[src/rtl/kqag_pkg.sv]
// Package for the armor quadrilateral geometry block.
// Holds shared constants, output codes and the CORDIC arctangent table.
// Used by every module under rtl; depends on nothing.
`timescale 1ns / 1ps

package kqag_pkg;

	// Parameter defaults
	localparam int CORDIC_ITERATIONS_DEF = 16;
	localparam int COORD_WIDTH_DEF       = 16;

	// Angle format: Q2.30 held in a signed word with headroom
	localparam int ANG_W       = 35;
	localparam int ATAN_LEN    = 24;
	localparam int PRESCALE_SH = 24;
	localparam logic signed [ANG_W-1:0] ANG_PI      = 35'sd3373259426;
	localparam logic signed [ANG_W-1:0] ANG_HALF_PI = 35'sd1686629713;

	// Output formats
	localparam int LEN_OUT_W  = 17;
	localparam int RATIO_W    = 16;
	localparam int RATIO_FRAC = 8;
	localparam int RERR_W     = 15;
	localparam int RERR_SH    = 18;

	// Detector ids and color codes
	localparam logic [1:0] ID_BLUE    = 2'd0;
	localparam logic [1:0] ID_RED     = 2'd1;
	localparam logic [1:0] COLOR_BLUE = 2'd0;
	localparam logic [1:0] COLOR_RED  = 2'd1;
	localparam logic [1:0] COLOR_OFF  = 2'd2;
	localparam logic [3:0] NUM_BIG    = 4'd1;

	// atan(2^-i) in Q2.30
	function automatic logic signed [ANG_W-1:0] atan_entry(input logic [4:0] idx);
		logic signed [ANG_W-1:0] v;
		case (idx)
			5'd0:  v = 35'sd843314856;
			5'd1:  v = 35'sd497837829;
			5'd2:  v = 35'sd263043836;
			5'd3:  v = 35'sd133525158;
			5'd4:  v = 35'sd67021686;
			5'd5:  v = 35'sd33543515;
			5'd6:  v = 35'sd16775850;
			5'd7:  v = 35'sd8388437;
			5'd8:  v = 35'sd4194282;
			5'd9:  v = 35'sd2097149;
			5'd10: v = 35'sd1048575;
			5'd11: v = 35'sd524287;
			5'd12: v = 35'sd262143;
			5'd13: v = 35'sd131071;
			5'd14: v = 35'sd65535;
			5'd15: v = 35'sd32767;
			5'd16: v = 35'sd16383;
			5'd17: v = 35'sd8191;
			5'd18: v = 35'sd4095;
			5'd19: v = 35'sd2047;
			5'd20: v = 35'sd1023;
			5'd21: v = 35'sd511;
			5'd22: v = 35'sd255;
			5'd23: v = 35'sd127;
			default: v = '0;
		endcase
		return v;
	endfunction

endpackage

[src/rtl/kqag_sqrt_cell.sv]
// One cell of the bit-serial square root chain: settles one result bit.
// Depends on kqag_pkg (imported for project consistency of formats).
`timescale 1ns / 1ps

module kqag_sqrt_cell #(
	parameter int RW     = 34,
	parameter int BITPOS = 32
) (
	input  logic          clk,
	input  logic [RW-1:0] n_in,
	input  logic [RW-1:0] r_in,
	output logic [RW-1:0] n_out,
	output logic [RW-1:0] r_out
);
	import kqag_pkg::*;

	localparam logic [RW-1:0] BIT = RW'(1) << BITPOS;

	logic [RW-1:0] trial;
	logic [RW-1:0] n_d;
	logic [RW-1:0] r_d;

	// Try subtracting the partial root plus this bit
	always_comb begin
		trial = r_in + BIT;
		if (n_in >= trial) begin
			n_d = n_in - trial;
			r_d = (r_in >> 1) + BIT;
		end else begin
			n_d = n_in;
			r_d = r_in >> 1;
		end
	end

	// Hand the remainder and root to the next cell
	always_ff @(posedge clk) begin
		n_out <= n_d;
		r_out <= r_d;
	end

endmodule

[config.mk]
export PLATFORM = sky130hd
export DESIGN_NAME = kqag_sqrt_cell
export DESIGN_NICKNAME = d
export VERILOG_FILES = /design/src/rtl/kqag_pkg.sv /design/src/rtl/kqag_sqrt_cell.sv
export SDC_FILE = /design/constraint.sdc
export NUM_CORES = 1
export LEC_CHECK = 0
export BUFFER_PORTS_ARGS = -buffer_cell sky130_fd_sc_hd__clkbuf_2
export CAP_MARGIN = 20
export CELL_PAD_IN_SITES_DETAIL_PLACEMENT = 1
export CELL_PAD_IN_SITES_GLOBAL_PLACEMENT = 2
export CORE_MARGIN = 2
export CORE_UTILIZATION = 26
export CTS_BUF_LIST = sky130_fd_sc_hd__clkbuf_2
export CTS_CLUSTER_DIAMETER = 60
export CTS_CLUSTER_SIZE = 20
export DETAILED_ROUTE_END_ITERATION = 10
export PLACE_DENSITY = 0.77
export SYNTH_ARGS = -nofsm -noshare
export SYNTH_HDL_FRONTEND = slang
export SYNTH_SLANG_ARGS = --single-unit
[constraint.sdc]
create_clock -name clk -period 7.3 [get_ports clk]
set_clock_uncertainty 0.1 [all_clocks]
set_input_delay 0 -clock clk [delete_from_list [all_inputs] [get_ports clk]]
set_output_delay 0 -clock clk [all_outputs]
set_load 0.05 [all_outputs]
# Word level (Yosys, flattened, before mapping)

Index checks and enable logic that the tools add are counted.

Add/sub/neg operators: 3
$mul: 0
Divide/modulo/power cells: 0
Magnitude comparators: 1
Equal/unequal tests: 0
Shifts and indexed selects: 0
Multiplexer cells: 2
Bitwise gates (word level): 0
Reductions and logical operators: 0

Operators with widths:

| operator                                        | number |
|---|---|
| adder 33 x 33 -> 34 bit (second input constant) | 1 |
| adder 34 x 33 -> 34 bit (second input constant) | 1 |
| >= comparator 34 bit                            | 1 |
| 2-to-1 mux 34 bit                               | 1 |
| subtractor 34 bit                               | 1 |
| 2-to-1 mux 33 bit                               | 1 |

Flip-flop bits (word level): 68
Bits in latches: 0
Bits in writable memories: 0
ROM bits: 0
Input port bits: 69
Word-level logic and storage cells: 9
Memories kept: 0

# Longest topological paths before layout

Word-level depth: 3
Gate-level depth with buffers: 13
Gate-level depth less buffers: 12

# Worst setup path before layout

No wires, ideal clock.

Path kind: input port to flip-flop
Start: input port n_in[0]
End: register n_out[10]
Library setup time: 0.121 ns
Arrival: 2.358 ns
Data required time: 7.079 ns
Setup slack: 4.721 ns
Stages on the path: 13
Path buffers: 1
Path through: inv_1 -> ha_1 -> inv_1 -> fa_1 -> a211oi_2 -> o21ai_1 -> a211oi_1 -> or3_4 -> o21ai_4 -> o21ai_2 -> o211ai_4 -> buf_6 -> mux2_4

Longest elaborated chain between the ends: 2

RTL lines:

| element                                                          | line                                       | text |
|---|---|---|
| from (decl)                                                      | kqag_sqrt_cell.sv:10                       | `input logic [RW-1:0] n_in,` |
| subtractor 34 bit / >= comparator 34 bit (equally long branches) | kqag_sqrt_cell.sv:27, kqag_sqrt_cell.sv:26 |  |
| 2-to-1 mux 34 bit *                                              | kqag_sqrt_cell.sv:26                       | `if (n_in >= trial) begin` |
| via n_d[10]                                                      | kqag_sqrt_cell.sv:20                       | `logic [RW-1:0] n_d;` |
| to (signal assigned)                                             | kqag_sqrt_cell.sv:37                       | `n_out <= n_d;` |
| to (decl)                                                        | kqag_sqrt_cell.sv:12                       | `output logic [RW-1:0] n_out,` |

Mark *: on every way through the listed nets, which the timed path passes. The rest lies on a longest branch.
A chain may end at the register's enable or synchronous reset.

# Worst setup path after layout

Start: input port r_in[23]
End: register n_out[6]

Longest elaborated chain between the ends: 3

RTL lines:

| element                 | line                 | text |
|---|---|---|
| from (decl)             | kqag_sqrt_cell.sv:11 | `input logic [RW-1:0] r_in,` |
| adder 34 x 33 -> 34 bit | kqag_sqrt_cell.sv:25 | `trial = r_in + BIT;` |
| >= comparator 34 bit    | kqag_sqrt_cell.sv:26 |  |
| 2-to-1 mux 34 bit       | kqag_sqrt_cell.sv:26 |  |
| via n_d[6]              | kqag_sqrt_cell.sv:20 |  |

The timed path passes the listed nets, and every way through them passes these cells.

==> metrics.md <==
| Metric | Value |
|---|---|
| GR Util met1 | 0.197 |
| Routed len/inst | between 10 and 15 um |
| Placer Congestion | 0.800 |
| Via count | about 3800 |
| Clock slew seen by the registers of the worst setup and hold paths | ~200 ps |
| Max-slew violation count | 0 |
| Final #Nets | between 700 and 800 |
| M3 GR Usage | 0.0392 |
| Max Cap Viol | 0 |
| CP endpoint kind | flip-flop |
| Most common cell in the netlist | dfxtp_1 |
| IO Pins | 137 |
| CTS Buf Count | 9 |
| Setup slack at placement | around 3900 ps |
| Vias/cell | approximately 4.5 |
| Required time of the critical path | around 7700 ps |
| Sequential cell area fraction in the yosys report | 0.349 |
| Largest area contributor in the netlist | dfxtp_1 |
| Worst-margin pin slew | roughly 830 ps |
| Setup ws final | 3390 ps |
| First-pass GRT wire length | between 20000 and 25000 um |
| Initial antenna violation count | 1 |
| Worst path cell trace | dlygate4sd3_1 -> clkbuf_2 -> inv_1 -> ha_1 -> a21o_1 -> a21oi_1 -> o21bai_1 -> a211oi_1 -> o21ai_0 -> a21boi_1 -> o211ai_4 -> buf_4 -> mux2_2 -> dlygate4sd3_1 |
| Cells after Synth | 408 |
| Reg power frac | 0.353 |
| Count of different cell masters after synthesis | 50 |
| Placed cell area | between 4000 and 5000 sq um |
| Comb pwr share | 0.470 |
| Achievable Freq | between 200 and 300 MHz |
| Post-layout util | 0.406 |
| Worst path most repeated cell | dlygate4sd3_1 |
| GRT Residual Overflow | 0 |
| Die Span Y | between 100 and 150 um |
| TNS Setup | 0 ps |
| Drt drc | 0 |
| WP buf/inv | 5 |
| Filler cell count | between 1500 and 2000 |
| Post-synthesis net count | roughly 500 |
| Core ar. | approximately 15000 sq um |
| Cell family with most CP delay | compound AO/OA/AOI/OAI gates |
| Type of origin of the critical path | primary input |
| Post-DP HPWL | 8940 um |
| EDFF count, synth | 0 |
| Minimum clock period | 3910 ps |
| Hold WC Path Type | in2reg |
| Count of final setup violators | 0 |
| Tot Pwr | around 1.2 mW |
| CTS sink cnt | 68 |
| Grt peak-use layer | met2 |
| Chip width | roughly 130 um |
| CTS tree | yes |
| Yosys warns | 0 |
| Initial Util | 0.267 |
| Post-cts sizing count | 0 |
| VDD IR max | approximately 80 uV |
| Area of the mapped netlist | just under 4000 sq um |
| Root Buffer | clkbuf_2 |
| First-pass iteration count of the detailed router | 4 |
| Final antenna-violating net count | 0 |
| Worst endpoint data arrival time | 4290 ps |
| Cell total after placement | around 720 |
| Final instance area | a little under 6000 sq um |
| Post-Route WL | approximately 13000 um |
| Synth Register Bits | a little under 70 |
| P per Cell Area | roughly 210 nW/um^2 |
| Pin count of the biggest net entering global routing | 22 |
| Worst path max stage delay | roughly 680 ps |
| Hold_ws | between 100 and 150 ps |
| Met2 Use GR | 0.272 |
| Switching part of the total | 0.413 |
| Largest cells by area after synthesis | dfxtp_1, ha_1, mux2_4 |
| Worst path slowest cell | o211ai_4 |
| Layout cells sized above 1 | 0.290 |
| Pint | 0.727 mW |
| Asr flop ratio synth | 0 |
| I/O Buffers | 136 |
| P&R area growth vs syn | 52.0% |
| Status | finished, final reports clean |
| GRT Overall Usage | 0.160 |
| RSZ-0062 raised after global routing | false |
| Row count | 44 |
| Number of DRC markers in iteration 0 | about 110 |
| Crit Path Max Fanout | 21 |
| Clock share of power | 0.176 |
| Final Hold Viols | 0 |
| Die area | roughly 16000 sq um |
| Fin crit share | 0.536 |
| Max clock buf depth | 2 |
| Critical path class | in2reg |
| Number of global-route vias before repair | 4173 |
| Commonest cells in the synthesized netlist | dfxtp_1, inv_1, ha_1 |
| Main synth FF type | dfxtp_1 |
| Syn Area/Cell | 9.55 sq um |
| Pleak | roughly 2.9 nW |
| Setup bufs post-CTS | 0 |
| Sw Pwr | roughly 0.5 mW |
| Non-filler cells, final | about 840 |
| Max H-tree Level | 3 |
| Yosys top cell area share | 0.349 |
| Slew headroom | 0.436 |
state kept, by name, indices dropped and copies added, names as in the netlist:
signal and cells:
n_out 34, r_out 34
area by class of cell:
type | instances | area, sq um | share of cell area
clock buffer | 13 | 65.1 | 0.0110
timing repair buffer | 244 | 1760 | 0.297
inverter | 38 | 143 | 0.0241
multi-input combinational | 290 | 2330 | 0.393
tap | 184 | 230 | 0.0389
antenna | 1 | 2.50 | 0.000422
clock inverter | 3 | 37.5 | 0.00634
sequential | 68 | 1360 | 0.230
worst paths after layout:
path / start / cells past startpoint / end
max: r_in[23] / 14 / n_out[6]
min: n_in[30] / 3 / n_out[30]
cell families (layout without fill, tap and decap cells):
kind of cell    Yosys count  in the layout  synth area share
simple gates             89             89             0.113
mux                      34             34             0.123
other cells               0              1                 0
fa+ha+maj                35             35             0.114
xor+xnor                 31             31            0.0697
buf+inv                  50            298            0.0539
compound gates          101            101             0.177
flops                    68             68             0.349
power by group through the flow:
stage                     clock network, mW  logic [mW]  registers (mW)
after floorplan                           0       0.231           0.621
after global routing                  0.249       0.625           0.442
final                                 0.218       0.583           0.437
after global placement                    0       0.522           0.445
after detailed placement                  0       0.530           0.445
after CTS                             0.235       0.583           0.438
layer usage:
layer	vias to the layer above	wire length (um)
met1	1777	5690
met2	85	6140
met4	0	218
met3	14	515
li1	1929	-
met5	-	0
cell usage in the layout (no fill, tap or decap), drive strengths merged, types with 2 or more instances in the layout:
| cell | instances |
|---|---|
| a21o | 15 |
| mux2i | 2 |
| and2 | 6 |
| o21a | 4 |
| a21boi | 2 |
| inv | 38 |
| a221oi | 3 |
| nand3 | 8 |
| clkinv | 2 |
| o21bai | 4 |
| nor2b | 3 |
| nor3 | 8 |
| ha | 34 |
| a211oi | 7 |
| clkbuf | 149 |
| nand2 | 25 |
| o21ai | 19 |
| and3 | 3 |
| mux2 | 32 |
| a31oi | 4 |
| xnor2 | 21 |
| nand4 | 8 |
| or3 | 3 |
| nor4 | 3 |
| o211ai | 5 |
| dfxtp | 68 |
| nor2 | 18 |
| dlygate4sd3 | 107 |
| xor2 | 10 |
| a21oi | 30 |
repair_timing:
item	4_1_cts	5_1_grt
hold buffers	107	0
setup endpoints to repair	0	0
endpoints found under the hold margin	68	0
tightest hold or removal path, cell delays in order:
cell,delay [ps]
dlygate4sd3_1,520
clkbuf_2,110
mux2_4,130
No activity file was read; power rests on OpenSTA's default activity.
