==> src/rtl/kqag_pkg.sv <==
// Package for the armor quadrilateral geometry block.
// Holds shared constants, output codes and the CORDIC arctangent table.
// Used by every module under rtl; depends on nothing.
`timescale 1ns / 1ps

package kqag_pkg;

	// Parameter defaults
	localparam int CORDIC_ITERATIONS_DEF = 16;
	localparam int COORD_WIDTH_DEF       = 16;

	// Angle format: Q2.30 held in a signed word with headroom
	localparam int ANG_W       = 35;
	localparam int ATAN_LEN    = 24;
	localparam int PRESCALE_SH = 24;
	localparam logic signed [ANG_W-1:0] ANG_PI      = 35'sd3373259426;
	localparam logic signed [ANG_W-1:0] ANG_HALF_PI = 35'sd1686629713;

	// Output formats
	localparam int LEN_OUT_W  = 17;
	localparam int RATIO_W    = 16;
	localparam int RATIO_FRAC = 8;
	localparam int RERR_W     = 15;
	localparam int RERR_SH    = 18;

	// Detector ids and color codes
	localparam logic [1:0] ID_BLUE    = 2'd0;
	localparam logic [1:0] ID_RED     = 2'd1;
	localparam logic [1:0] COLOR_BLUE = 2'd0;
	localparam logic [1:0] COLOR_RED  = 2'd1;
	localparam logic [1:0] COLOR_OFF  = 2'd2;
	localparam logic [3:0] NUM_BIG    = 4'd1;

	// atan(2^-i) in Q2.30
	function automatic logic signed [ANG_W-1:0] atan_entry(input logic [4:0] idx);
		logic signed [ANG_W-1:0] v;
		case (idx)
			5'd0:  v = 35'sd843314856;
			5'd1:  v = 35'sd497837829;
			5'd2:  v = 35'sd263043836;
			5'd3:  v = 35'sd133525158;
			5'd4:  v = 35'sd67021686;
			5'd5:  v = 35'sd33543515;
			5'd6:  v = 35'sd16775850;
			5'd7:  v = 35'sd8388437;
			5'd8:  v = 35'sd4194282;
			5'd9:  v = 35'sd2097149;
			5'd10: v = 35'sd1048575;
			5'd11: v = 35'sd524287;
			5'd12: v = 35'sd262143;
			5'd13: v = 35'sd131071;
			5'd14: v = 35'sd65535;
			5'd15: v = 35'sd32767;
			5'd16: v = 35'sd16383;
			5'd17: v = 35'sd8191;
			5'd18: v = 35'sd4095;
			5'd19: v = 35'sd2047;
			5'd20: v = 35'sd1023;
			5'd21: v = 35'sd511;
			5'd22: v = 35'sd255;
			5'd23: v = 35'sd127;
			default: v = '0;
		endcase
		return v;
	endfunction

endpackage

==> src/rtl/kqag_cordic_cell.sv <==
// One micro-rotation of the CORDIC vectoring chain.
// Depends on kqag_pkg for the angle width and arctangent table.
`timescale 1ns / 1ps

module kqag_cordic_cell #(
	parameter int XW  = 44,
	parameter int IDX = 0
) (
	input  logic                            clk,
	input  logic signed [XW-1:0]            x_in,
	input  logic signed [XW-1:0]            y_in,
	input  logic signed [kqag_pkg::ANG_W-1:0] z_in,
	output logic signed [XW-1:0]            x_out,
	output logic signed [XW-1:0]            y_out,
	output logic signed [kqag_pkg::ANG_W-1:0] z_out
);
	import kqag_pkg::*;

	localparam logic signed [ANG_W-1:0] ATAN = atan_entry(5'(IDX));

	logic signed [XW-1:0]    x_d;
	logic signed [XW-1:0]    y_d;
	logic signed [ANG_W-1:0] z_d;

	// Rotate toward the x axis; hold when already on it
	always_comb begin
		if (y_in > 0) begin
			x_d = x_in + (y_in >>> IDX);
			y_d = y_in - (x_in >>> IDX);
			z_d = z_in + ATAN;
		end else if (y_in < 0) begin
			x_d = x_in - (y_in >>> IDX);
			y_d = y_in + (x_in >>> IDX);
			z_d = z_in - ATAN;
		end else begin
			x_d = x_in;
			y_d = y_in;
			z_d = z_in;
		end
	end

	always_ff @(posedge clk) begin
		x_out <= x_d;
		y_out <= y_d;
		z_out <= z_d;
	end

endmodule

==> config.mk <==
export PLATFORM = sky130hd
export DESIGN_NAME = kqag_cordic_cell
export DESIGN_NICKNAME = d
export VERILOG_FILES = /design/src/rtl/kqag_pkg.sv /design/src/rtl/kqag_cordic_cell.sv
export SDC_FILE = /design/constraint.sdc
export NUM_CORES = 1
export LEC_CHECK = 0
export ABC_AREA = 1
export ABC_CLOCK_PERIOD_IN_PS = 1800
export BUFFER_PORTS_ARGS = -buffer_cell sky130_fd_sc_hd__buf_2
export CAP_MARGIN = 20
export CORE_ASPECT_RATIO = 0.5
export CORE_MARGIN = 5
export CORE_UTILIZATION = 54
export CTS_BUF_LIST = sky130_fd_sc_hd__clkbuf_16
export CTS_CLUSTER_SIZE = 20
export DETAILED_ROUTE_END_ITERATION = 8
export HOLD_SLACK_MARGIN = 0.03
export PLACE_DENSITY = 0.88
export SETUP_SLACK_MARGIN = 0.2
export SKIP_LAST_GASP = 1
export SLEW_MARGIN = 20
export SYNTH_ARGS = -nofsm -noshare
export SYNTH_HDL_FRONTEND = slang
export SYNTH_SLANG_ARGS = --single-unit
==> constraint.sdc <==
create_clock -name clk -period 1.8 [get_ports clk]
set_input_delay 0.27 -clock clk [delete_from_list [all_inputs] [get_ports clk]]
set_output_delay 0.27 -clock clk [all_outputs]
set_load 0.01 [all_outputs]
==> run metrics, run 1 <==
Final HPWL DP=approximately 61 mm; Synth area leaders=nand2_1 (25%), dfxtp_1 (15%), inv_1 (12%); GR Util All Layers=approximately 80%; Placer Congestion=approximately 1.1; worst endpoint after global-route timing repair=x_out[13]$_DFF_P_/D; worst ep type=register data pin; syn nets=~3200; Stopped at=5_1_grt; syn avg cell area=5.35 um^2; post-synth top area share=between 20% and 30%; synthesized cell area=around 16000 um^2; total congestion overflow=19; Yosys reg bits=between 100 and 150; Mapped Cells=2974; die width=~250 um; Starting Density=between 50 and 60%; Die Ht=approximately 130 um; Clock Root Buffer=clkbuf_16; clock buffer depth=2; I/O Pins=about 250; Syn. warnings=0; Std-Cell Rows=44; Port-buffer cells=between 200 and 250; Synth area leader=nand2_1; clk sink count=123; tool error=[ERROR GRT-0232] Routing congestion too high. Check the congestion heatmap in the GUI.; total CTS buffers=17; largest net degree at the start of global routing=37; register area share after synthesis=between 10% and 20%; outcome=stopped before the end; Synth cell types=40; CTS H-tree depth=4; Post-DP Area=22000 um^2
==> through the flow <==
stage / cells / setup slack, ns / utilization, %
2_1_floorplan: 2974 / -0.0452 / -
3_3_place_gp: 3996 / -0.640 / 75.9
3_5_place_dp: 3996 / -0.689 / 75.9
4_1_cts: 4066 / 0.153 / 82.3
==> routing by layer <==
layer	GRT usage, %	overflow
met1	79.6	3
met2	88.2	4
met4	73.2	12
met3	68.7	0
met5	43.3	0
==> Yosys cell counts <==
cell type,number
nand2_1,1060
inv_1,521
nor2_1,284
nand3_1,267
a21oi_1,162
ha_1,131
dfxtp_1,123
o21ai_0,120
xor2_1,48
buf_2,33
nand4_1,30
nor3_1,30
buf_4,24
o21bai_1,24
clkbuf_1,20
nand3b_1,12
o221ai_1,11
o21ai_1,10
o211ai_1,8
o22ai_1,8
and2_1,7
buf_1,6
o21a_1,4
fa_1,3
inv_2,3
or2_2,3
xnor2_1,3
a22o_1,2
a31oi_1,2
clkbuf_2,2
nor2_2,2
nor3b_1,2
nor4_1,2
a211oi_1,1
a21boi_0,1
and3_1,1
buf_6,1
nand2_2,1
nand2_4,1
or2_1,1
==> logic make-up after synthesis <==
logic type | count (synthesis) | share of synthesized area [%]
fa+ha+maj | 134 | 10.7
xor+xnor | 51 | 2.81
simple gates | 1703 | 43.6
compound gates | 353 | 12.1
buf+inv | 610 | 15.3
flops | 123 | 15.5
==> what timing repair did <==
item                                   4_1_cts
gates resized for setup                    261
setup endpoints to repair                  104
endpoints found under the hold margin        3
pin swaps                                   84
hold buffers                                 3
setup buffers                               35
==> inputs of run 2 (changes only) <==
- ABC_CLOCK_PERIOD_IN_PS: 1800 -> 2340
- CORE_ASPECT_RATIO: 0.5 -> default
- CORE_UTILIZATION: 54 -> 40
- CTS_BUF_LIST: sky130_fd_sc_hd__clkbuf_16 -> default
- CTS_CLUSTER_SIZE: 20 -> default
- HOLD_SLACK_MARGIN: 0.03 -> default
- PLACE_DENSITY: 0.88 -> default
- PLACE_DENSITY_LB_ADDON: default -> 0.15
- SETUP_SLACK_MARGIN: 0.2 -> default
- clock period: 1.8 -> 2.34 ns (I/O delays scaled with it)
==> run metrics, run 2 <==
outcome=complete, no violations (was stopped before the end); Design Area, Final=~22000 um^2; Via density=5.12; Max Slew Vio Count=0; Std-Cell Rows=73 (was 44); Post-DP Area=21300 um^2 (was 22000 um^2); worst hold path type=input port to flop; Syn. warnings=0 (unchanged); final cycle utilization of the critical path=between 90% and 100%; Synth area leader=nand2_1 (unchanged); CTS H-tree depth=4 (unchanged); core area=between 30000 and 40000 um^2; setup TNS=0 ns; CP Max Fanout=5; Starting Density=40.2% (was 54.8%); GR Util All Layers=a little over a third; fmax=432 MHz; post-synth top area share=25.0% (unchanged); register area share after synthesis=15.5% (unchanged); commonest non-fill, non-tap cell in the layout=nand2_1; Critical Path AT=roughly 2.7 ns; min-delay src=z_in[13]; routed wire length=about 80 mm; total congestion overflow=0; Yosys reg bits=123 (unchanged); syn avg cell area=5.35 um^2 (unchanged); I/O Pins=247 (unchanged); Detail Route Antenna Nets=0; Mapped Cells=2974 (unchanged); Final HPWL DP=68.9 mm (was 60.9 mm); Placer Congestion=1.10 (about the same); Vias=21534; top_reg_cell synth=dfxtp_1 (unchanged); Fin. Hold Viols=0; clock buffer depth=2 (unchanged); CTS tree=built; clock-pin slew on the worst setup and hold paths=0.06 ns; DR WL/cell=~19 um; EDFF count, synth=0 (unchanged); LEAKAGE=approximately 13 nW; final setup fails=0; Die Ht=209 um (was 131 um); async set-or-reset flop fraction in the synthesized netlist=0% (unchanged); total CTS buffers=17 (unchanged); syn nets=3232 (unchanged); min Tclk post-route=roughly 2.3 ns; top flop regs=x_out x44, y_out x44, z_out x35; synthesized cell area=15900 um^2 (unchanged); antenna violations before repair=0; setup repair after global routing missed its margin=yes; DRC=0; NumNets Final=slightly below 4000; Crit Path Category=input port to flop; Clock Root Buffer=clkbuf_16 (unchanged); largest net degree at the start of global routing=between 40 and 50; Port-buffer cells=246 (unchanged); Synth-to-Final Area Change=37.9%; layout cells sized above 1=21.9%; Worst slew margin=53.4%; Worst-Margin Slew=between 0.6 and 0.7 ns; top-count cell post-synth=nand2_1 (unchanged); most instantiated cells after synthesis=nand2_1 (1060), inv_1 (521), nor2_1 (284) (unchanged); die width=209 um (was 253 um); clk sink count=123 (unchanged); startpoint types=input port; pwr dens=just under 500 nW/um^2; drt initial violations=roughly 2300; Max-Cap Viols=0; worst path required time=~2.7 ns; first-pass GRT wire length=between 100 and 150 mm; overall power=about 11 mW; commonest cells after routing, fill and taps aside=nand2_1 (1060), inv_1 (521), buf_4 (504); die area=roughly 44000 um^2; Worst setup EP type=flop; vias in the first global route=approximately 21000; drt pass-1 iters=6; pre-CTS setup slack=-0.583 ns (was -0.689 ns); Max IR drop VDD=just under 0.6 mV; Synth area leaders=nand2_1 (25%), dfxtp_1 (15%), inv_1 (12%) (unchanged); PnR worst setup slack=about 0.027 ns; beginning of the critical path=x_in[3]; Synth cell types=40 (unchanged)
run 2: critical path, cell delays in order:
cell and delay [ns]:
buf_2 0.09, inv_1 0.05, ha_1 0.36, buf_4 0.17, nand2_1 0.13, buf_4 0.13
nor2_1 0.05, a21oi_1 0.52, o21bai_1 0.29, buf_4 0.22, xor2_1 0.14, nand2_1 0.07
nand3_1 0.10
run 2: logic make-up (layout without fill, tap and decap cells):
family,count (synthesis),count (layout),synth area share [%]
buffers and inverters,610,1317,15.3
DFF,123,123,15.5
xor gates and xnor gates,51,51,2.81
adders and majority gates,134,134,10.7
AOI/OAI and AO/OA,353,353,12.1
other,0,1,0
and+or+nand+nor,1703,1703,43.6
run 2: through the flow:
| stage | cells | hold WS, ns | utilization [%] |
|---|---|---|---|
| final | 4207 | 0.106 | 55.4 |
| after CTS | 4205 | 0.0588 | 55.4 |
| after global placement | 4170 | 0.453 | 53.8 |
| after global routing | 4206 | 0.0797 | 55.4 |
| after floorplan | 2974 | 0.379 | - |
| after detailed placement | 4170 | 0.455 | 53.8 |
run 2: area by class of cell:
class	instances	area [um^2]
Fill cell	4068	17600
Antenna cell	1	2.50
Multi-Input combinational cell	2241	11000
Inverter	524	1970
Clock inverter	15	179
Tap cell	525	657
Timing Repair Buffer	761	5200
Clock buffer	17	425
Sequential cell	123	2460
run 2: what timing repair did:
item | in CTS | in global routing
gates resized for setup | 1 | 6
hold buffers | 3 | 0
setup buffers | 0 | 1
endpoints found under the setup margin | 3 | 12
pin swaps | 0 | 1
hold endpoints to repair | 3 | 0
run 2: report_power, final:
| group | internal, mW | switching, mW |
|---|---|---|
| sequential | 2.44 | 0.134 |
| combinational | 2.09 | 3.13 |
| clock | 1.60 | 1.30 |
| total | 6.14 | 4.56 |
run 2: worst paths after layout:
path / end / cells past startpoint / slack (ns)
worst max-delay path: x_out[15]$_DFF_P_ / 13 / 0.03
worst min-delay path: z_out[13]$_DFF_P_ / 2 / 0.11
run 2: layer usage:
layer / vias to the layer above / GRT usage [%] / share of wire, %
li1: 10603 / - / -
met1: 9749 / 45.9 / 42
met2: 1004 / 57.0 / 44
met3: 178 / 6.20 / 8.5
met4: 0 / 17.6 / 5.4
met5: - / 0 / 0
Note: power is estimated with default switching activity, not from simulation.
==> inputs of run 3 (changes only) <==
--- a/config.mk
+++ b/config.mk
@@ -8,3 +8,3 @@
 export ABC_AREA = 1
-export ABC_CLOCK_PERIOD_IN_PS = 2340
+export ABC_CLOCK_PERIOD_IN_PS = 2810
 export BUFFER_PORTS_ARGS = -buffer_cell sky130_fd_sc_hd__buf_2
==> constraint.sdc (replaced) <==
create_clock -name clk -period 2.81 [get_ports clk]
set_input_delay 0.4215 -clock clk [delete_from_list [all_inputs] [get_ports clk]]
set_output_delay 0.4215 -clock clk [all_outputs]
set_load 0.005 [all_outputs]
==> run metrics, run 3 (synthesis gave the netlist of run 2 again) <==
outcome=complete, no violations (unchanged); Max Slew Vio Count=0 (unchanged); antenna violations before repair=2 (was 0); Die Ht=209 um (unchanged); Clock Root Buffer=clkbuf_16 (unchanged); Port-buffer cells=246 (unchanged); pwr dens=416 nW/um^2 (was 488 nW/um^2); final setup fails=0 (unchanged); CP dominant cell by count=nand2_1 (was buf_4); ANT cells=0 (was 1); combinational share of power=46.3% (was 48.8%); Crit path max-delay family=buffers and inverters (was compound AO/OA/AOI/OAI gates); min Tclk post-route=~2.7 ns; CTS H-tree depth=4 (unchanged); drt initial violations=1989 (was 2250); die area=43800 um^2 (unchanged); die width=209 um (unchanged); Fin. Hold Viols=0 (unchanged); crit-path max cell delay=0.45 ns (was 0.52 ns); core area=39500 um^2 (unchanged); postcts setup bufs=0 (unchanged); LEAKAGE=11.9 nW (was 12.9 nW); CTS hold repair buffers=0 (was 3); Worst-Margin Slew=0.587 ns (was 0.700 ns); worst-path cell chain=buf_2, inv_1, ha_1, fa_1, inv_1, nand2_1, nand2_1, nand2_1, nand2_1, inv_1, o21bai_1, buf_4, nand2_1, nand2_1, nand2_1, nand3_1, nand3_1 (was buf_2, inv_1, ha_1, buf_4, nand2_1, buf_4, nor2_1, a21oi_1, o21bai_1, buf_4, xor2_1, nand2_1, nand3_1); total CTS buffers=17 (unchanged); clock-pin slew on the worst setup and hold paths=0.07 ns (was 0.06 ns); Worst slew margin=60.5% (was 53.4%); Worst setup EP type=flop (unchanged); clock buffer depth=2 (unchanged); vias in the first global route=19792 (was 20656); top flop regs=x_out x44, y_out x44, z_out x35 (unchanged); CTS tree=built (unchanged); worst hold path type=input port to flop (unchanged); first-pass GRT wire length=116 mm (was 119 mm); largest net degree at the start of global routing=93 (was 49); sw power=3.56 mW (was 4.56 mW); final cycle utilization of the critical path=a little over nine tenths; clk sink count=123 (unchanged); Via density=5.17 (was 5.12); overall power=8.44 mW (was 10.7 mW); Max-Cap Viols=0 (unchanged); commonest cells after routing, fill and taps aside=nand2_1 (1060), inv_1 (521), buf_4 (301) (was nand2_1 (1060), inv_1 (521), buf_4 (504)); post_cts resized=0 (was 1); layout cells sized above 1=17.1% (was 21.9%); routed wire length=78.8 mm (was 80.3 mm); Seq pwr share=25.3% (was 24.1%); Slowest-stage cell, CP=o21bai_1 (was a21oi_1); Design Area, Final=20300 um^2 (was 21900 um^2); Internal=4.88 mW (was 6.14 mW); I/O Pins=247 (unchanged); Critical Path AT=3.01 ns (was 2.69 ns); commonest non-fill, non-tap cell in the layout=nand2_1 (unchanged); drt pass-1 iters=6 (unchanged); Max IR drop VDD=0.411 mV (was 0.586 mV); fmax=approximately 370 MHz; setup repair after global routing missed its margin=no (was yes); Detail Route Antenna Nets=0 (unchanged); Placer Congestion=1.10 (about the same); switching power share of the total=42.2% (was 42.6%); NumNets Final=3717 (was 3926); startpoint types=input port (unchanged); total congestion overflow=0 (unchanged); Final HPWL DP=66.9 mm (was 68.9 mm); Worst Path Buf+Inv=5 (unchanged); Clock Power Share=28.4% (was 27.1%); Starting Density=40.2% (unchanged); DR WL/cell=19.7 um (was 19.1 um); Synth-to-Final Area Change=27.6% (was 37.9%); Post-DP Area=19700 um^2 (was 21300 um^2); GR Util All Layers=34.4% (was 35.5%); worst path required time=3.15 ns (was 2.72 ns); Crit Path Category=input port to flop (unchanged); Std-Cell Rows=73 (unchanged); DRC=0 (unchanged); CP Max Fanout=4 (was 5); Vias=20663 (was 21534)
==> run 3: power groups by stage <==
stage | Clock, mW | Sequential [mW] | Combinational, mW
after global routing | 2.49 | 2.15 | 4.23
after detailed placement | 0 | 2.17 | 3.80
after floorplan | 0 | 2.18 | 1.93
after CTS | 2.42 | 2.13 | 3.82
final | 2.40 | 2.13 | 3.90
after global placement | 0 | 2.17 | 3.78
==> run 3: final timing paths <==
check    start                 to  slack [ns]  cells past startpoint
max    x_in[0]  x_out[24]$_DFF_P_        0.14                     17
min    z_in[0]   z_out[0]$_DFF_P_        0.05                      1
==> run 3: routing by layer <==
metal  global-route usage, %  vias up  routed length [um]
li1                        -    10181                   -
met1                    44.5     9399               33400
met2                    56.4      907               35200
met3                    6.07      172                6370
met4                    14.7        4                3730
met5                       0        -                  34
==> run 3: metrics by stage <==
step | worst slack, ns | hold WS, ns | cells | setup TNS (ns) | util, %
after detailed placement | -0.205 | 0.526 | 3965 | -1.23 | 49.8
after CTS | 0.282 | 0.0347 | 3996 | 0 | 51.3
after global routing | 0.0529 | 0.0411 | 3996 | 0 | 51.3
after floorplan | 0.654 | 0.449 | 2974 | 0 | -
final | 0.137 | 0.0471 | 3996 | 0 | 51.3
after global placement | -0.195 | 0.523 | 3965 | -1.06 | 49.8
==> run 3: area by class of cell <==
| class | count | area (um^2) |
|---|---|---|
| multi-input combinational | 2241 | 11000 |
| fill | 4384 | 19300 |
| clock inverter | 14 | 173 |
| clock buffer | 17 | 425 |
| tap | 525 | 657 |
| sequential | 123 | 2460 |
| timing repair buffer | 552 | 3590 |
| inverter | 524 | 1970 |
