**src/rtl/kqag_pkg.sv**
```systemverilog
// Package for the armor quadrilateral geometry block.
// Holds shared constants, output codes and the CORDIC arctangent table.
// Used by every module under rtl; depends on nothing.
`timescale 1ns / 1ps

package kqag_pkg;

	// Parameter defaults
	localparam int CORDIC_ITERATIONS_DEF = 16;
	localparam int COORD_WIDTH_DEF       = 16;

	// Angle format: Q2.30 held in a signed word with headroom
	localparam int ANG_W       = 35;
	localparam int ATAN_LEN    = 24;
	localparam int PRESCALE_SH = 24;
	localparam logic signed [ANG_W-1:0] ANG_PI      = 35'sd3373259426;
	localparam logic signed [ANG_W-1:0] ANG_HALF_PI = 35'sd1686629713;

	// Output formats
	localparam int LEN_OUT_W  = 17;
	localparam int RATIO_W    = 16;
	localparam int RATIO_FRAC = 8;
	localparam int RERR_W     = 15;
	localparam int RERR_SH    = 18;

	// Detector ids and color codes
	localparam logic [1:0] ID_BLUE    = 2'd0;
	localparam logic [1:0] ID_RED     = 2'd1;
	localparam logic [1:0] COLOR_BLUE = 2'd0;
	localparam logic [1:0] COLOR_RED  = 2'd1;
	localparam logic [1:0] COLOR_OFF  = 2'd2;
	localparam logic [3:0] NUM_BIG    = 4'd1;

	// atan(2^-i) in Q2.30
	function automatic logic signed [ANG_W-1:0] atan_entry(input logic [4:0] idx);
		logic signed [ANG_W-1:0] v;
		case (idx)
			5'd0:  v = 35'sd843314856;
			5'd1:  v = 35'sd497837829;
			5'd2:  v = 35'sd263043836;
			5'd3:  v = 35'sd133525158;
			5'd4:  v = 35'sd67021686;
			5'd5:  v = 35'sd33543515;
			5'd6:  v = 35'sd16775850;
			5'd7:  v = 35'sd8388437;
			5'd8:  v = 35'sd4194282;
			5'd9:  v = 35'sd2097149;
			5'd10: v = 35'sd1048575;
			5'd11: v = 35'sd524287;
			5'd12: v = 35'sd262143;
			5'd13: v = 35'sd131071;
			5'd14: v = 35'sd65535;
			5'd15: v = 35'sd32767;
			5'd16: v = 35'sd16383;
			5'd17: v = 35'sd8191;
			5'd18: v = 35'sd4095;
			5'd19: v = 35'sd2047;
			5'd20: v = 35'sd1023;
			5'd21: v = 35'sd511;
			5'd22: v = 35'sd255;
			5'd23: v = 35'sd127;
			default: v = '0;
		endcase
		return v;
	endfunction

endpackage

```
**src/rtl/kqag_div_cell.sv**
```systemverilog
// One restoring-division cell of the ratio chain: settles one quotient bit.
// Depends on kqag_pkg for the quotient width.
`timescale 1ns / 1ps

module kqag_div_cell #(
	parameter int RMW    = 33,
	parameter int LW     = 17,
	parameter int BITPOS = 15
) (
	input  logic                           clk,
	input  logic [RMW-1:0]                 rem_in,
	input  logic [LW-1:0]                  dvs_in,
	input  logic [kqag_pkg::RATIO_W-1:0]   q_in,
	output logic [RMW-1:0]                 rem_out,
	output logic [LW-1:0]                  dvs_out,
	output logic [kqag_pkg::RATIO_W-1:0]   q_out
);
	import kqag_pkg::*;

	logic [RMW-1:0]     dsh;
	logic [RMW-1:0]     rem_d;
	logic [RATIO_W-1:0] q_d;

	// Subtract the shifted divisor when it fits
	always_comb begin
		dsh = RMW'(dvs_in) << BITPOS;
		if (rem_in >= dsh) begin
			rem_d = rem_in - dsh;
			q_d   = q_in | (RATIO_W'(1) << BITPOS);
		end else begin
			rem_d = rem_in;
			q_d   = q_in;
		end
	end

	always_ff @(posedge clk) begin
		rem_out <= rem_d;
		dvs_out <= dvs_in;
		q_out   <= q_d;
	end

endmodule
```
**config.mk**
```make
export PLATFORM = sky130hd
export DESIGN_NAME = kqag_div_cell
export DESIGN_NICKNAME = d
export VERILOG_FILES = /design/src/rtl/kqag_pkg.sv /design/src/rtl/kqag_div_cell.sv
export SDC_FILE = /design/constraint.sdc
export NUM_CORES = 1
export LEC_CHECK = 0
export ABC_CLOCK_PERIOD_IN_PS = 4000
export BUFFER_PORTS_ARGS = -buffer_cell sky130_fd_sc_hd__clkbuf_2
export CORE_MARGIN = 4
export CORE_UTILIZATION = 35
export DETAILED_ROUTE_END_ITERATION = 6
export GPL_TIMING_DRIVEN = 0
export HOLD_SLACK_MARGIN = 0.02
export SYNTH_ARGS = -nofsm -noshare
export SYNTH_HDL_FRONTEND = slang
export SYNTH_SLANG_ARGS = --single-unit
```
**constraint.sdc**
```tcl
create_clock -name clk -period 4 [get_ports clk]
set_clock_uncertainty 0.05 [all_clocks]
set_input_delay 0.8 -clock clk [delete_from_list [all_inputs] [get_ports clk]]
set_output_delay 0.8 -clock clk [all_outputs]
set_load 0.05 [all_outputs]
```
# Word level (Yosys, flattened, before mapping)
# Index checks and enable logic that the tools add are counted.
# totals
ff_bits	66
inputBits	67
out_inout_bits	66
wordCells	7
# op_classes
addsub	1
magnitude_cmp	1
mux	1
# op_table
operator	count
>= comparator 33 x 32 -> 1 bit	1
2-to-1 mux 33 bit	1
subtractor 33 x 32 -> 33 bit	1

# Logic depth before layout (Yosys ltp)
# Gate-level depths: netlist of run 1.
# logic_depth
word_depth	2
ltp_mapped	10
mapped_depth_nobuf	9

# Least setup slack after synthesis of run 1
# OpenSTA, ideal clock, no wires.
# synth_timing
kind	input port to flip-flop
from	input dvs_in[10]
to	register rem_out[24]
setup_ns	0.121
arrival_ns	2.680
required_ns	3.829
slack_ns	1.149
path_stages	10
path_buffers	2
path_cell_list	inv_1 ha_1 bufbuf_16 and4_1 a221oi_1 nand2_1 o21ai_2 nand2_4 buf_12 mux2_4
# synth_via
elab_chain_cells	2
# synth_rtl
element	line	source
from (decl)	kqag_div_cell.sv:12	input logic [LW-1:0] dvs_in,
>= comparator 33 x 32 -> 1 bit	kqag_div_cell.sv:27	if (rem_in >= dsh) begin
2-to-1 mux 33 bit	kqag_div_cell.sv:27	
named net rem_d[24]	kqag_div_cell.sv:21	logic [RMW-1:0] rem_d;
to (signal assigned)	kqag_div_cell.sv:37	rem_out <= rem_d;
to (decl)	kqag_div_cell.sv:14	output logic [RMW-1:0] rem_out,
# The timed path passes the listed nets, and every way through them passes these cells.
# A chain may end at the register's enable or synchronous reset.

# Worst setup path after layout of run 1
# layout_timing
from	input dvs_in[6]
to	register rem_out[30]
# layout_via
elab_chain_cells	2
elab_cells_between_ends	3
cone_classes	add/sub (1); order compare (1); mux (1)
# layout_rtl
element	line
subtractor 33 x 32 -> 33 bit / >= comparator 33 x 32 -> 1 bit (equally long branches)	kqag_div_cell.sv:28, kqag_div_cell.sv:27
2-to-1 mux 33 bit *	kqag_div_cell.sv:27
named net rem_d[30]	kqag_div_cell.sv:21
# Mark *: on every way through the listed nets, which the timed path passes. The rest lies on a longest branch.

==> run summary, run 1 <==
HP Class -> in -> reg
initial antenna violation count -> 0
Mapped Nets -> 334
via count -> 2292
Synth area leader -> dfxtp_1
all-layer global routing usage -> 14.82%
Core Footprint -> 0.007370 mm²
placed cell count -> 480
final worst slack -> 1.102 ns
DIE AREA -> 0.009204 mm²
number of global-route vias before repair -> 2256
Die H -> 95.94 µm
drt first-iter violations -> 96
most frequent cell after synthesis -> dfxtp_1
synthesized flop and latch total -> 66
Hold Buf Count CTS -> 0
FFs w/ async S/R, synth -> 0%
post-route ant nets -> 0
Rel. slew slack -> 52.96%
CTS tree -> built
Commonest cells post-synth -> dfxtp_1, inv_1, ha_1, a21oi_1, nor2_1
Worst Path Max Fanout -> 6
HP Start -> q_in[3]
RSZ-0062 raised after global routing -> no
Yosys cell types -> 55
Slew Viols, Final -> 0
Clk pin slew, worst setup/hold paths -> 0.07 ns
Post-Synthesis Cell Area -> 0.002706 mm²
Layout Nets -> 477
Post-synth EDFFs -> 0
H-Tree Level Count -> 3
minimum hold slack -> 0.5029 ns
# diodes -> 0
Cells on Worst Hold Path -> 1
post-synthesis cell count -> 249
global placer's final weighted congestion -> 0.8326
Detailed Place HPWL -> 5279 µm
Slew @ Worst Pin -> 0.6878 ns
Final TNS setup -> 0 ns
GR Overflow Total -> 0
pin count of the biggest net entering global routing -> 12
worst hold endpoint -> q_out[3]$_DFF_P_
drt total wl -> 6572 µm
Routed wire per std cell -> 13.28 µm
Synth Warn # -> 0
Final Hold Vio Count -> 0
share of post-route cells with drive strength above 1 -> 43.94%
crit path capture type -> register
Setup WS pre-CTS -> 0.7418 ns
Final setup violation count -> 0
cts repair resizes -> 0
mean post-synth cell area -> 10.87 µm²
Layout area overhead -> 37.03%
Max Fclk -> 345.1 MHz
CTS sink count -> 66
Port Buffers -> 132
minimum clock period -> 2.898 ns
status -> finished clean
via density per instance -> 4.630
Top FF cell, synth -> dfxtp_1
period utilization -> 72.45%
postcts setup bufs -> 0
DRC -> 0
Crit Path Category -> in -> reg
WP data arrival -> 3.14 ns
crit start category -> input port
VDD IR max -> 0.0002503 V
Worst Path Required -> 4.24 ns
Area after DPL -> 0.003491 mm²
Power per Cell Area -> 512.4 mW/mm²
first-pass GRT wire length -> 10360 µm
Max clock buf depth -> 2
io pins -> 133
first drt pass iteration count -> 4
Finished Cell Area -> 0.003709 mm²
Synth top area share -> 48.82%
root buffer cell -> clkbuf_8
P_leak -> 1.911 nW
sequential-to-total area share from yosys stat -> 48.82%
die width -> 95.94 µm
# rows -> 31
synth top area cells -> dfxtp_1, ha_1, inv_1, mux2_2, mux2_4
Max-Cap Viols -> 0
Initial Util -> 36.72%
Final Non-Filler Cells -> 495
TritonCTS buffer count -> 9
cell usage in the layout (no fill, tap or decap), types with 2 or more instances in the layout:
cell       count
ha_1          17
nor4_1         2
bufinv_16      2
and3_2         3
a21boi_0       2
o21bai_1       4
nand2b_1       3
or3_1          2
xor2_1         5
mux2i_1        2
nor2_1        11
and2_1         2
clkbuf_2     134
a31o_1         2
mux2_4         5
clkbuf_8      11
a211oi_1       2
o21ai_0        6
clkbuf_1       3
a21o_1         7
o211a_1        2
nand4_1        3
dfxtp_1       66
a31oi_1        3
a221oi_1       2
mux2_2         8
or4_1          2
nand3_1        5
nand2_1        8
xnor2_1        6
a21oi_1       12
inv_1         24
o211ai_1       5
layer usage:
layer  global-route usage, %  wire, µm  vias to the layer above
met2                   24.09      2952                      103
li1                        -         -                     1163
met5                       0         0                        -
met3                   4.144       647                        8
met4                   6.754        86                        0
met1                   18.15      2885                     1018
how the worst max path moves through the flow:
stage / slack [ns] / from / depth (start not counted) / endpoint
2_1_floorplan: 1.15 / dvs_in[10] / 10 / rem_out[24]$_DFF_P_
3_3_place_gp: 0.74 / dvs_in[6] / 9 / rem_out[30]$_DFF_P_
3_5_place_dp: 0.74 / dvs_in[6] / 9 / rem_out[30]$_DFF_P_
4_1_cts: 1.10 / dvs_in[6] / 9 / rem_out[30]$_DFF_P_
5_1_grt: 0.93 / dvs_in[2] / 9 / rem_out[32]$_DFF_P_
6_report: 1.10 / dvs_in[6] / 9 / rem_out[30]$_DFF_P_
logic make-up (layout without fill, tap and decap cells):
logic type / after synthesis / count (layout) / synth area share (%)
fa+ha+maj: 18 / 18 / 8.599
buf+inv: 32 / 179 / 6.704
compound gates: 57 / 57 / 15.16
simple gates: 50 / 50 / 10.31
flops: 66 / 66 / 48.82
xor+xnor: 11 / 11 / 3.560
mux: 15 / 15 / 6.842
flip-flops by register name, summed over array words and instances, names as in the netlist:
name / cells
dvs_out: 17
rem_out: 33
q_out: 16
final cells by class:
class                           count  area [µm²]
Tap cell                           99       123.9
Fill cell                         729        3661
Inverter                           24       90.09
Timing Repair Buffer              132       660.6
Buffer                              8       91.34
Clock buffer                       11       141.4
Clock inverter                      4       76.32
Multi-Input combinational cell    151        1204
Sequential cell                    66        1321
power by group:
group          switching, mW  internal, mW
sequential            0.0150         0.720
combinational          0.373         0.178
clock                  0.249         0.366
critical path: stages:
cell and delay (ns):
clkbuf_2 0.08, inv_1 0.04, ha_1 0.37, nand2_1 0.16, o41a_1 0.43, and2_1 0.19, and4b_2 0.20, a2111oi_0 0.61
mux2_4 0.26
through the flow:
step,power [mW],util [%]
4_1_cts,1.929,50.32
3_3_place_gp,1.299,47.37
5_1_grt,2.004,50.32
6_report,1.900,50.32
2_1_floorplan,1.165,-
3_5_place_dp,1.302,47.37
Note: power is estimated with default switching activity, not from simulation.
==> run 2, diff against run 1 <==
Settings changed: ABC_CLOCK_PERIOD_IN_PS 4000 to 2700.
Clock period 4 ns to 2.7 ns, I/O delays scaled along.
==> run summary, run 2 (synthesis results as in run 1) <==
DIE AREA -> 0.009204 mm² (unchanged)
Rel. slew slack -> 60.71% (was 52.96%)
Hold Buf Count CTS -> 0 (unchanged)
Setup WS pre-CTS -> -0.2982 ns (was 0.7418 ns)
die width -> 95.94 µm (unchanged)
WP data arrival -> 2.81 ns (was 3.14 ns)
Max Fclk -> 388.8 MHz
global placer's final weighted congestion -> 0.8326 (unchanged)
Final setup violation count -> 0 (unchanged)
Initial Util -> 36.72% (unchanged)
M3 GR Usage -> 4.144% (unchanged)
Clk pin slew, worst setup/hold paths -> 0.07 ns (about the same)
final worst slack -> 0.1282 ns (was 1.102 ns)
Final Hold Vio Count -> 0 (unchanged)
worst hold endpoint -> q_out[3]$_DFF_P_ (unchanged)
GR Layer Usage met1 -> 18.15% (unchanged)
Core Footprint -> 0.007370 mm² (unchanged)
first drt pass iteration count -> 4 (unchanged)
via count -> 2281 (was 2292)
CTS sink count -> 66 (unchanged)
share of post-route cells with drive strength above 1 -> 44.70% (was 43.94%)
Slew @ Worst Pin -> 0.5879 ns (was 0.6878 ns)
period utilization -> 95.25%
Port Buffers -> 132 (unchanged)
P_leak -> 1.912 nW (was 1.911 nW)
busiest grt layer -> met2 (unchanged)
post-route ant nets -> 0 (unchanged)
CP max-delay cell -> a2111oi_1 (was a2111oi_0)
cell count along the critical path -> 9 (unchanged)
GR Overflow Total -> 0 (unchanged)
io pins -> 133 (unchanged)
via density per instance -> 4.608 (was 4.630)
cts repair resizes -> 0 (unchanged)
Routed wire per std cell -> 13.33 µm (was 13.28 µm)
max reg flops -> 33 (unchanged)
first-pass GRT wire length -> 10360 µm (unchanged)
minimum clock period -> 2.572 ns
CP peak stage delay -> 0.53 ns (was 0.61 ns)
H-Tree Level Count -> 3 (unchanged)
crit start category -> input port (unchanged)
Crit Path Category -> in -> reg (unchanged)
HP Start -> q_in[3] (unchanged)
number of global-route vias before repair -> 2256 (unchanged)
Power per Cell Area -> 757.7 mW/mm² (was 512.4 mW/mm²)
status -> finished clean (unchanged)
RSZ-0062 raised after global routing -> no (unchanged)
Final Non-Filler Cells -> 495 (unchanged)
Worst Path Max Fanout -> 6 (unchanged)
Finished Cell Area -> 0.003722 mm² (was 0.003709 mm²)
Max clock buf depth -> 2 (unchanged)
Cells on Worst Hold Path -> 1 (unchanged)
# rows -> 31 (unchanged)
Slew Viols, Final -> 0 (unchanged)
crit path capture type -> register (unchanged)
TritonCTS buffer count -> 9 (unchanged)
drt total wl -> 6600 µm (was 6572 µm)
all-layer global routing usage -> 14.82% (unchanged)
post-route total power -> 2.820 mW (was 1.900 mW)
pin count of the biggest net entering global routing -> 12 (unchanged)
CP bufs+invs -> 2 (unchanged)
initial antenna violation count -> 0 (unchanged)
Max-Cap Viols -> 0 (unchanged)
placed cell count -> 480 (unchanged)
Cell Chain, Critical Path -> clkbuf_2 > inv_1 > ha_1 > nand2_1 > o41a_1 > and2_1 > and4b_2 > a2111oi_1 > mux2_4 (was clkbuf_2 > inv_1 > ha_1 > nand2_1 > o41a_1 > and2_1 > and4b_2 > a2111oi_0 > mux2_4)
Detailed Place HPWL -> 5279 µm (unchanged)
Die H -> 95.94 µm (unchanged)
# diodes -> 0 (unchanged)
HP Class -> in -> reg (unchanged)
CP delay by family, top -> compound AO/OA/AOI/OAI gates (unchanged)
met2 Use GR -> 24.09% (unchanged)
Final TNS setup -> 0 ns (unchanged)
most common cell after layout, fill and taps aside -> clkbuf_2 (unchanged)
drt first-iter violations -> 94 (was 96)
CTS tree -> built (unchanged)
VDD IR max -> 0.0003713 V (was 0.0002503 V)
Area after DPL -> 0.003491 mm² (unchanged)
Layout Nets -> 477 (unchanged)
Regs by FF count -> rem_out x33, dvs_out x17, q_out x16 (unchanged)
root buffer cell -> clkbuf_8 (unchanged)
postcts setup bufs -> 0 (unchanged)
most frequent cells in the layout -> clkbuf_2, dfxtp_1, inv_1 (unchanged)
Worst Path Required -> 2.94 ns (was 4.24 ns)
DRC -> 0 (unchanged)
Layout area overhead -> 37.54% (was 37.03%)
Biggest register -> rem_out (unchanged)
run 2: cell counts in the layout (fill, tap and decap cells not counted):
Identical to the previous run, type by type.
run 2: power by group:
group / total, mW / switching (mW) / internal (mW)
combinational: 0.821 / 0.556 / 0.265
sequential: 1.09 / 0.0222 / 1.07
clock: 0.910 / 0.368 / 0.542
run 2: per-layer routing:
metal | vias to the layer above | part of all wire (%) | wire length [µm]
met2 | 97 | 45 | 2940
met3 | 8 | 9.6 | 631
met5 | - | 0 | 0
met1 | 1010 | 45 | 2941
li1 | 1166 | - | -
met4 | 0 | 1.3 | 86
run 2: worst max path at each step:
stage,slack (ns),end,start
after floorplan,0.11,rem_out[24]$_DFF_P_,dvs_in[10]
after global placement,-0.30,rem_out[30]$_DFF_P_,dvs_in[6]
after detailed placement,-0.30,rem_out[30]$_DFF_P_,dvs_in[6]
final,0.13,rem_out[30]$_DFF_P_,dvs_in[6]
after global routing,0.02,rem_out[32]$_DFF_P_,dvs_in[2]
after CTS,0.06,rem_out[30]$_DFF_P_,dvs_in[6]
run 2: metrics by stage:
stage	hold slack (ns)	utilization (%)
after global placement	0.5927	47.37
after detailed placement	0.5944	47.37
after CTS	0.2260	50.32
final	0.2437	50.51
after floorplan	0.5177	-
after global routing	0.2237	50.51
run 2: cell type report:
| class | count | area, µm² |
|---|---|---|
| Tap cell | 99 | 123.9 |
| Fill cell | 725 | 3647 |
| Sequential cell | 66 | 1321 |
| Timing Repair Buffer | 132 | 660.6 |
| Clock inverter | 4 | 76.32 |
| Buffer | 8 | 91.34 |
| Multi-Input combinational cell | 151 | 1217 |
| Clock buffer | 11 | 141.4 |
| Inverter | 24 | 90.09 |
==> run 3, diff against run 2 <==
Settings changed: MAX_ROUTING_LAYER set to met4.
==> run summary, run 3 (synthesis results as in run 1) <==
Regs by FF count -> rem_out x33, dvs_out x17, q_out x16 (unchanged)
CP max-delay cell -> mux2_4 (was a2111oi_1)
CP peak stage delay -> 0.29 ns (was 0.53 ns)
drt first-iter violations -> 141 (was 94)
Layout Nets -> 477 (unchanged)
GR Overflow Total -> 0 (unchanged)
initial antenna violation count -> 0 (unchanged)
io pins -> 133 (unchanged)
Detailed Place HPWL -> 5210 µm (was 5279 µm)
most common cell after layout, fill and taps aside -> clkbuf_2 (unchanged)
max reg flops -> 33 (unchanged)
Die H -> 95.94 µm (unchanged)
Final setup violation count -> 0 (unchanged)
Slew Viols, Final -> 0 (unchanged)
Port Buffers -> 132 (unchanged)
placed cell count -> 480 (unchanged)
Cell Chain, Critical Path -> clkbuf_2 > inv_1 > ha_1 > bufbuf_16 > and4_1 > a221oi_1 > nand2_1 > o21ai_4 > nand2_4 > buf_12 > mux2_4 (was clkbuf_2 > inv_1 > ha_1 > nand2_1 > o41a_1 > and2_1 > and4b_2 > a2111oi_1 > mux2_4)
# diodes -> 0 (unchanged)
Biggest register -> rem_out (unchanged)
CP delay by family, top -> buffers and inverters (was compound AO/OA/AOI/OAI gates)
CTS sink count -> 66 (unchanged)
all-layer global routing usage -> 14.85% (was 14.82%)
Final Non-Filler Cells -> 496 (was 495)
drt total wl -> 6392 µm (was 6600 µm)
WP data arrival -> 2.73 ns (was 2.81 ns)
global placer's final weighted congestion -> 0.8235 (was 0.8326)
TritonCTS buffer count -> 9 (unchanged)
Crit Path Category -> in -> reg (unchanged)
post-route total power -> 2.833 mW (was 2.820 mW)
DIE AREA -> 0.009204 mm² (unchanged)
number of global-route vias before repair -> 2215 (was 2256)
P_leak -> 1.917 nW (was 1.912 nW)
Worst Path Required -> 2.87 ns (was 2.94 ns)
Power per Cell Area -> 757.7 mW/mm² (about the same)
Routed wire per std cell -> 12.89 µm (was 13.33 µm)
fillcell total -> 720 (was 725)
root buffer cell -> clkbuf_8 (unchanged)
Max clock buf depth -> 2 (unchanged)
RSZ-0062 raised after global routing -> no (unchanged)
post-route ant nets -> 0 (unchanged)
Initial Util -> 36.72% (unchanged)
minimum hold slack -> 0.2413 ns (was 0.2437 ns)
Hold Buf Count CTS -> 0 (unchanged)
die width -> 95.94 µm (unchanged)
Final Hold Vio Count -> 0 (unchanged)
Core Footprint -> 0.007370 mm² (unchanged)
DRC -> 0 (unchanged)
VDD IR max -> 0.0002971 V (was 0.0003713 V)
CTS tree -> built (unchanged)
postcts setup bufs -> 0 (unchanged)
minimum clock period -> 2.558 ns (was 2.572 ns)
crit start category -> input port (unchanged)
crit path capture type -> register (unchanged)
first drt pass iteration count -> 4 (unchanged)
period utilization -> 94.76% (was 95.25%)
via count -> 2252 (was 2281)
share of post-route cells with drive strength above 1 -> 45.09% (was 44.70%)
first-pass GRT wire length -> 10170 µm (was 10360 µm)
pin count of the biggest net entering global routing -> 14 (was 12)
Max-Cap Viols -> 0 (unchanged)
Worst Path Max Fanout -> 10 (was 6)
H-Tree Level Count -> 3 (unchanged)
CP bufs+invs -> 4 (was 2)
via density per instance -> 4.540 (was 4.608)
status -> finished clean (unchanged)
Clk pin slew, worst setup/hold paths -> 0.08 ns (was 0.07 ns)
Slew @ Worst Pin -> 0.5326 ns (was 0.5879 ns)
Max Fclk -> 390.9 MHz (was 388.8 MHz)
most frequent cells in the layout -> clkbuf_2, dfxtp_1, inv_1 (unchanged)
Final Core Density -> 50.73% (was 50.51%)
Rel. slew slack -> 64.41% (was 60.71%)
Final TNS setup -> 0 ns (unchanged)
HP Class -> in -> reg (unchanged)
# rows -> 31 (unchanged)
Layout area overhead -> 38.14% (was 37.54%)
==> run 3: cell count changes in the layout (fill, tap and decap cells not counted) <==
cell | before | now
inv_6 | 0 | 1
o21ai_4 | 0 | 1
clkbuf_1 | 3 | 2
clkinv_4 | 1 | 3
clkbuf_8 | 11 | 10
o21ai_2 | 1 | 0
==> run 3: final timing paths <==
check / from / to / slack (ns) / depth (start not counted)
setup / recovery: dvs_in[10] / rem_out[28]$_DFF_P_ / 0.14 / 11
hold / removal: q_in[2] / q_out[2]$_DFF_P_ / 0.24 / 1
==> run 3: repair_timing <==
| item | in CTS | in global routing |
|---|---|---|
| gates resized for setup | 0 | 5 |
| setup endpoints to repair | 0 | 4 |
| endpoints found under the hold margin | 0 | 0 |
==> run 3: layout make-up <==
type	instances	area [µm²]	area share, %
buffer	8	91.34	2.443
clock buffer	9	123.9	3.313
clock inverter	7	102.6	2.744
inverter	24	90.09	2.410
multi-input combinational	151	1225	32.76
sequential	66	1321	35.34
tap	99	123.9	3.313
timing repair buffer	132	660.6	17.67
==> run 3: routing by layer <==
layer	GRT usage, %	share of wire [%]
met3	4.848	8.3
met5	-	0
met1	18.19	46
met4	5.332	1.3
met2	22.87	44
==> run 3: through the flow <==
stage	instance area (µm²)	worst slack (ns)
after floorplan	2706	0.1087
after global placement	3491	-0.3019
after detailed placement	3491	-0.3030
after CTS	3717	0.05933
after global routing	3739	0.01248
final	3739	0.1415
==> run 3: power breakdown <==
| part | internal (mW) | switching (mW) |
|---|---|---|
| combinational | 0.265 | 0.553 |
| sequential | 1.07 | 0.0214 |
| clock | 0.527 | 0.399 |
| total | 1.86 | 0.974 |
